File: src/hdl/dle_rx_pkg.sv
package dle_rx_pkg;

   // receive phase
   typedef enum logic [1:0] {
      PH_IDLE = 2'd0,
      PH_DATA = 2'd1,
      PH_ESC  = 2'd2,
      PH_SUM  = 2'd3
   } phase_type;

   // result kinds carried on rsp_tuser
   localparam logic [2:0] KIND_PAYLOAD = 3'd0;
   localparam logic [2:0] KIND_GOOD    = 3'd1;
   localparam logic [2:0] KIND_BAD     = 3'd2;
   localparam logic [2:0] KIND_PACK    = 3'd3;
   localparam logic [2:0] KIND_PNAK    = 3'd4;
   localparam logic [2:0] KIND_TIMEOUT = 3'd5;

   // command codes carried on req_tuser
   localparam logic CMD_BYTE = 1'b0;
   localparam logic CMD_TICK = 1'b1;

   // control characters
   localparam logic [7:0] CH_STX = 8'h53;
   localparam logic [7:0] CH_ETX = 8'h45;
   localparam logic [7:0] CH_DLE = 8'h44;
   localparam logic [7:0] CH_ACK = 8'h41;
   localparam logic [7:0] CH_NAK = 8'h4E;

   localparam logic [15:0] TIMEOUT_RESET = 16'd100;

endpackage

File: src/hdl/dle_frame_receiver.sv
// DLE framed receiver with an additive 8-bit checksum.
// Input stream (req_): one transaction is either a received serial byte
// (req_tuser = 0, byte in req_tdata) or one timer tick (req_tuser = 1).
// Result stream (rsp_): zero or one transaction per input transaction;
// rsp_tuser holds the kind (payload, frame good, frame bad, peer ack,
// peer nak, timeout) and rsp_tdata the payload byte or the reply byte.
// csr_we/csr_wdata load the inter-byte timeout in ticks; write it only
// while no frame is in progress.
// A result is registered and appears on rsp_ in the cycle after its input transaction is accepted.
// Throughput: one input transaction per cycle while no result is pending or rsp_tready
// is high, set by the single result register that follows the frame state update.
// Reset clears the frame state, empties the result register and sets the
// timeout to 100 ticks.
// When the receiver stalls with a result pending, req_tready follows
// rsp_tready, so a new transaction is taken in the same cycle that the
// pending result leaves; otherwise input is held off.
module dle_frame_receiver #(
   parameter int TIMER_BITS = 16
) (
   input  logic        clock,
   input  logic        reset,
   input  logic        req_tvalid,
   output logic        req_tready,
   input  logic [7:0]  req_tdata,   // [7:0] rx_byte
   input  logic        req_tuser,   // [0] command
   output logic        rsp_tvalid,
   input  logic        rsp_tready,
   output logic [7:0]  rsp_tdata,   // [7:0] value
   output logic [2:0]  rsp_tuser,   // [2:0] kind
   input  logic        csr_we,
   input  logic [15:0] csr_wdata
);

   localparam int CMP_W = (TIMER_BITS > 16) ? TIMER_BITS : 16;
   localparam logic [TIMER_BITS-1:0] GAP_MAX = {TIMER_BITS{1'b1}};
   localparam logic [TIMER_BITS-1:0] GAP_ONE = TIMER_BITS'(1);

   dle_rx_pkg::phase_type phase_ff, phase_in;
   logic [7:0]            sum_ff, sum_in;
   logic [TIMER_BITS-1:0] gap_ff, gap_in;
   logic [15:0]           timeout_ff;
   logic                  rsp_valid_ff, rsp_valid_in;
   logic [7:0]            rsp_value_ff;
   logic [2:0]            rsp_kind_ff;

   logic                  accept;
   logic [TIMER_BITS-1:0] gap_inc;
   logic [CMP_W-1:0]      limit;
   logic                  timeout_hit;
   logic                  res_hit;
   logic [2:0]            res_kind;
   logic [7:0]            res_value;

   assign req_tready = !rsp_valid_ff || rsp_tready;
   assign accept     = req_tvalid && req_tready;

   assign gap_inc = (gap_ff != GAP_MAX) ? gap_ff + GAP_ONE : gap_ff;

   // a narrow counter caps the limit at its all-ones value
   always_comb begin
      if (CMP_W'(timeout_ff) > CMP_W'(GAP_MAX)) begin
         limit = CMP_W'(GAP_MAX);
      end else begin
         limit = CMP_W'(timeout_ff);
      end
   end

   assign timeout_hit = CMP_W'(gap_inc) >= limit;

   // next phase
   always_comb begin
      phase_in = phase_ff;
      if (accept) begin
         if (req_tuser == dle_rx_pkg::CMD_TICK) begin
            if (phase_ff != dle_rx_pkg::PH_IDLE && timeout_hit) begin
               phase_in = dle_rx_pkg::PH_IDLE;
            end
         end else begin
            case (phase_ff)
               dle_rx_pkg::PH_IDLE: begin
                  if (req_tdata == dle_rx_pkg::CH_STX) phase_in = dle_rx_pkg::PH_DATA;
               end
               dle_rx_pkg::PH_DATA: begin
                  if (req_tdata == dle_rx_pkg::CH_DLE) phase_in = dle_rx_pkg::PH_ESC;
               end
               dle_rx_pkg::PH_ESC: begin
                  if (req_tdata == dle_rx_pkg::CH_DLE) begin
                     phase_in = dle_rx_pkg::PH_DATA;
                  end else if (req_tdata == dle_rx_pkg::CH_ETX) begin
                     phase_in = dle_rx_pkg::PH_SUM;
                  end
               end
               dle_rx_pkg::PH_SUM: phase_in = dle_rx_pkg::PH_IDLE;
               default:            phase_in = dle_rx_pkg::PH_IDLE;
            endcase
         end
      end
   end

   // sum, gap counter and result
   always_comb begin
      sum_in    = sum_ff;
      gap_in    = gap_ff;
      res_hit   = 1'b0;
      res_kind  = dle_rx_pkg::KIND_PAYLOAD;
      res_value = req_tdata;
      if (accept) begin
         if (req_tuser == dle_rx_pkg::CMD_TICK) begin
            if (phase_ff != dle_rx_pkg::PH_IDLE) begin
               gap_in = gap_inc;
               if (timeout_hit) begin
                  gap_in    = '0;
                  res_hit   = 1'b1;
                  res_kind  = dle_rx_pkg::KIND_TIMEOUT;
                  res_value = 8'h00;
               end
            end
         end else begin
            case (phase_ff)
               dle_rx_pkg::PH_IDLE: begin
                  if (req_tdata == dle_rx_pkg::CH_STX) begin
                     sum_in = dle_rx_pkg::CH_STX;
                     gap_in = '0;
                  end else if (req_tdata == dle_rx_pkg::CH_ACK) begin
                     res_hit  = 1'b1;
                     res_kind = dle_rx_pkg::KIND_PACK;
                  end else if (req_tdata == dle_rx_pkg::CH_NAK) begin
                     res_hit  = 1'b1;
                     res_kind = dle_rx_pkg::KIND_PNAK;
                  end
               end
               dle_rx_pkg::PH_DATA: begin
                  gap_in = '0;
                  if (req_tdata != dle_rx_pkg::CH_DLE) begin
                     sum_in  = sum_ff + req_tdata;
                     res_hit = 1'b1;
                  end
               end
               dle_rx_pkg::PH_ESC: begin
                  gap_in = '0;
                  if (req_tdata == dle_rx_pkg::CH_DLE) begin
                     sum_in  = sum_ff + req_tdata;
                     res_hit = 1'b1;
                  end else if (req_tdata == dle_rx_pkg::CH_ETX) begin
                     sum_in = sum_ff + req_tdata;
                  end
                  // drop any other escaped byte
               end
               default: begin
                  gap_in  = '0;
                  res_hit = 1'b1;
                  if (req_tdata == sum_ff) begin
                     res_kind  = dle_rx_pkg::KIND_GOOD;
                     res_value = dle_rx_pkg::CH_ACK;
                  end else begin
                     res_kind  = dle_rx_pkg::KIND_BAD;
                     res_value = dle_rx_pkg::CH_NAK;
                  end
               end
            endcase
         end
      end
   end

   always_comb begin
      rsp_valid_in = rsp_valid_ff;
      if (accept) begin
         rsp_valid_in = res_hit;
      end else if (rsp_tready) begin
         rsp_valid_in = 1'b0;
      end
   end

   always_ff @(posedge clock) begin
      if (reset) begin
         phase_ff     <= dle_rx_pkg::PH_IDLE;
         sum_ff       <= '0;
         gap_ff       <= '0;
         timeout_ff   <= dle_rx_pkg::TIMEOUT_RESET;
         rsp_valid_ff <= 1'b0;
      end else begin
         phase_ff     <= phase_in;
         sum_ff       <= sum_in;
         gap_ff       <= gap_in;
         rsp_valid_ff <= rsp_valid_in;
         if (csr_we) timeout_ff <= csr_wdata;
      end
   end

   // hold the result until taken
   always_ff @(posedge clock) begin
      if (accept && res_hit) begin
         rsp_kind_ff  <= res_kind;
         rsp_value_ff <= res_value;
      end
   end

   assign rsp_tvalid = rsp_valid_ff;
   assign rsp_tdata  = rsp_value_ff;
   assign rsp_tuser  = rsp_kind_ff;

   a_gap_idle: assert property (@(posedge clock) disable iff (reset)
      phase_ff == dle_rx_pkg::PH_IDLE |-> gap_ff == '0)
      else $error("gap counter running while idle");

   a_no_overrun: assert property (@(posedge clock) disable iff (reset)
      rsp_valid_ff && !rsp_tready |-> !accept)
      else $error("transaction accepted over a pending result");

   a_end_idle: assert property (@(posedge clock) disable iff (reset)
      accept && res_hit && (res_kind == dle_rx_pkg::KIND_GOOD ||
      res_kind == dle_rx_pkg::KIND_BAD || res_kind == dle_rx_pkg::KIND_TIMEOUT)
      |=> phase_ff == dle_rx_pkg::PH_IDLE)
      else $error("frame end did not return to idle");

   a_payload_in_frame: assert property (@(posedge clock) disable iff (reset)
      accept && res_hit && res_kind == dle_rx_pkg::KIND_PAYLOAD |->
      (phase_ff == dle_rx_pkg::PH_DATA || phase_ff == dle_rx_pkg::PH_ESC))
      else $error("payload outside a frame");

endmodule

File: config.mk
export PLATFORM = sky130hd
export DESIGN_NAME = dle_frame_receiver
export DESIGN_NICKNAME = d
export VERILOG_FILES = /design/src/hdl/dle_rx_pkg.sv /design/src/hdl/dle_frame_receiver.sv
export SDC_FILE = /design/constraint.sdc
export NUM_CORES = 1
export LEC_CHECK = 0
export ABC_AREA = 1
export CORE_MARGIN = 4
export CORE_UTILIZATION = 40
export CTS_CLUSTER_SIZE = 10
export DETAILED_ROUTE_END_ITERATION = 8
export DONT_BUFFER_PORTS = 1
export PLACE_DENSITY = 0.55
export SYNTH_ARGS = -nofsm -noshare
export SYNTH_HDL_FRONTEND = slang
export SYNTH_SLANG_ARGS = --single-unit
File: constraint.sdc
create_clock -name clock -period 2.8 [get_ports clock]
set_clock_uncertainty 0.2 [all_clocks]
set_input_delay 0.84 -clock clock [delete_from_list [all_inputs] [get_ports clock]]
set_output_delay 0.84 -clock clock [all_outputs]
set_load 0.02 [all_outputs]
==> summary.md <==
| Metric | Value |
|---|---|
| Run status | `finished, violations left` |
| Failing checks | `setup timing` |
| CP arrival | `3.05 ns` |
| CTS Root Cell | `clkbuf_8` |
| # clock sinks | `54` |
| Vias after detailed routing | `3275` |
| Final antenna-violating net count | `0` |
| Wirelength per Cell | `13.75 um` |
| Crit path max fanout | `8` |
| Finished Layout Cells | `646` |
| Die W | `100.7 um` |
| Max-slew violation count | `0` |
| Post-synth top area cell | `dfxtp_1` |
| Number of global-route vias before repair | `3191` |
| Initial antenna violation count | `0` |
| Fmax | `333.2 MHz` |
| Crit. End Element | `flip-flop` |
| Sequential element share of the synthesized area | `34.63%` |
| Initial core utilization | `41.44%` |
| Syn avg cell area | `7.136 sq um` |
| Die Ht | `100.7 um` |
| Relative slew slack | `55.07%` |
| Hold Slack | `0.2677 ns` |
| Final WS setup | `-0.2012 ns` |
| Yosys top cell area share | `25.03%` |
| Drt first pass iters | `5` |
| DRC marker count from the first detailed-route iteration | `100` |
| Core Box Area | `8299 sq um` |
| Cell with the most instances after synthesis | `nand2_1` |
| Final setup vio count | `40` |
| Largest net degree at the start of global routing | `27` |
| WS Path Type | `flip-flop to flip-flop` |
| Die ar. | `10150 sq um` |
| Layout cells sized above 1 | `23.48%` |
| Hold Path Class | `flip-flop to flip-flop` |
| GRT Total Usage | `17.60%` |
| CTS tree | `yes` |
| TritonCTS buffer count | `5` |
| Ports | `43` |
| Slew @ Worst Pin | `0.6733 ns` |
| Post-Syn Instances | `482` |
| Htree depth | `2` |
| Clk_lat worst skew | `0.31 ns` |
| Worst-path clk slew | `0.10 ns` |
| P_leak | `1.916 nW` |
| # nets final | `599` |
| RD Place Congestion | `0.8639` |
| Area contributors post-synth | `dfxtp_1, nand2_1, ha_1` |
| Overall Power | `1.505 mW` |
| First-pass GRT wire length | `14570 um` |
| Critical Path RT | `2.85 ns` |
| Fin Setup TNS | `-6.427 ns` |
| FF-to-FF setup slack | `-0.20 ns` |
| Worst-case vdd ir drop | `0.0002407 V` |
| Drc violations | `0` |
| Share of flip-flops with an asynchronous set or reset | `0%` |
| Max-cap viol count | `0` |
| Core Util, Final | `52.07%` |
| Ys flop type | `dfxtp_1` |
| Synth warn | `0` |
| Count of cell types in the netlist | `33` |
| Mapped Area | `3440 sq um` |
| Startpoint Class | `flip-flop` |
| Max Buffers Root-to-Sink | `2` |
| Final Hold Fails | `0` |
| FP Rows | `33` |
| RSZ-0062 raised after global routing | `true` |
| Pwr dens | `348.1 nW/um^2` |
| Top cells by instance count after synthesis | `nand2_1, inv_1, a21oi_1` |
| GRT Residual Overflow | `0` |
| Layout area overhead | `25.65%` |
| Yosys reg bits | `54` |
| Placed cell count | `620` |
| Via density | `5.070` |
| EDFF count, synth | `11` |
| Syn_nets | `541` |
| PortBufs | `0` |
| Period utilisation layout | `107.2%` |
| HPWL after DPL | `6569 um` |
| Drt total wl | `8880 um` |
| Tmin final | `3.001 ns` |
| ANT cells | `0` |
| Post-CTS Hold Buffers | `0` |
==> worst max-delay path, cell delays in order, from the launching register on <==
cell and delay, ns:
dfxtp_2 0.36, ha_4 0.15, nand2_4 0.06, nor2_4 0.14
inv_2 0.06, nor2_4 0.11, nand2_2 0.09, nor2_4 0.17
buf_6 0.14, nand3_4 0.05, nand2_2 0.07, o21ai_2 0.05
inv_2 0.07, ha_4 0.21, nand2_4 0.08, nor2_1 0.06
a21oi_2 0.14, nand2_2 0.08, buf_6 0.12, nor2_4 0.16
clkbuf_16 0.18, nand2_1 0.05, a21oi_1 0.13
==> what timing repair did <==
action | 4_1_cts | 5_1_grt
setup buffers | 13 | 3
gates cloned | 0 | 2
resized for setup | 23 | 27
setup endpoints to repair | 38 | 40
endpoints found under the hold margin | 0 | 0
pin swaps | 11 | 25
==> cells in the final DEF, fill, tap and decap left out, types with 2 or more instances in the layout <==
master and count:
nand2_1 103, inv_1 63, buf_4 54, a21oi_1 46, dfxtp_1 40, nor2_1 37
ha_1 25, o21ai_0 24, nand3_1 21, nand4_1 11, edfxtp_1 11, a21oi_2 10
xor2_1 10, nand2_2 9, nor2_4 8, inv_2 6, clkbuf_8 5, nand2_4 4
nor3_2 4, o21ai_1 4, o21ai_2 4, xnor2_1 4, nor3_1 3, nor4_1 3
ha_4 3, buf_6 3, nand3_4 2, a211oi_1 2, dfxtp_2 2
==> layer usage <==
metal  global-route usage (%)  vias to the layer above  routed length, um
li1                         -                     1693                  -
met1                    24.45                     1494               4311
met2                    27.90                       81               4042
met3                    3.737                        7                451
met4                    4.145                        0                 74
met5                        0                        -                  0
==> logic make-up (layout without fill, tap and decap cells) <==
group,count (synthesis),in the layout,synth area share [%]
compound gates,95,95,14.59
xor+xnor,15,15,3.819
fa+ha+maj,29,29,10.77
flops,54,54,34.63
buf+inv,79,138,8.876
simple gates,210,210,27.32
==> final cells by class <==
type / count / area (sq um)
Clock buffer: 5 / 68.82
Clock inverter: 3 / 20.02
Fill cell: 820 / 3978
Inverter: 70 / 270.3
Multi-Input combinational cell: 349 / 2143
Sequential cell: 54 / 1197
Tap cell: 105 / 131.4
Timing Repair Buffer: 59 / 484.2
Timing Repair inverter: 1 / 6.256
==> per-stage QoR <==
step                      setup WS, ns  instance area [sq um]
final                          -0.2012                   4322
after global routing           -0.3439                   4322
after CTS                     -0.08503                   4164
after detailed placement       -0.1448                   3886
after global placement        -0.08148                   3886
after floorplan                0.01479                   3470
==> worst paths after layout <==
| kind | from | end | cells past startpoint |
|---|---|---|---|
| worst max-delay path | gap_ff[1] | gap_ff[9] | 22 |
| worst min-delay path | sum_ff[0] | sum_ff[0] | 2 |
| worst max register to register | gap_ff[1] | gap_ff[9] | 22 |
| worst min register to register | sum_ff[0] | sum_ff[0] | 2 |
==> registers in the layout (all words and copies together) (netlist names) <==
name        count
gap_ff         16
phase_ff        2
rsp_tdata       8
rsp_tuser       3
rsp_tvalid      1
sum_ff          8
timeout_ff     16
==> where the power goes <==
part,leakage [nW],internal (mW),switching [mW]
clock,0.0422,0.177,0.275
sequential,0.454,0.822,0.0190
combinational,1.42,0.0767,0.135
total,1.92,1.08,0.429
Power figures use the tool's default switching activity.
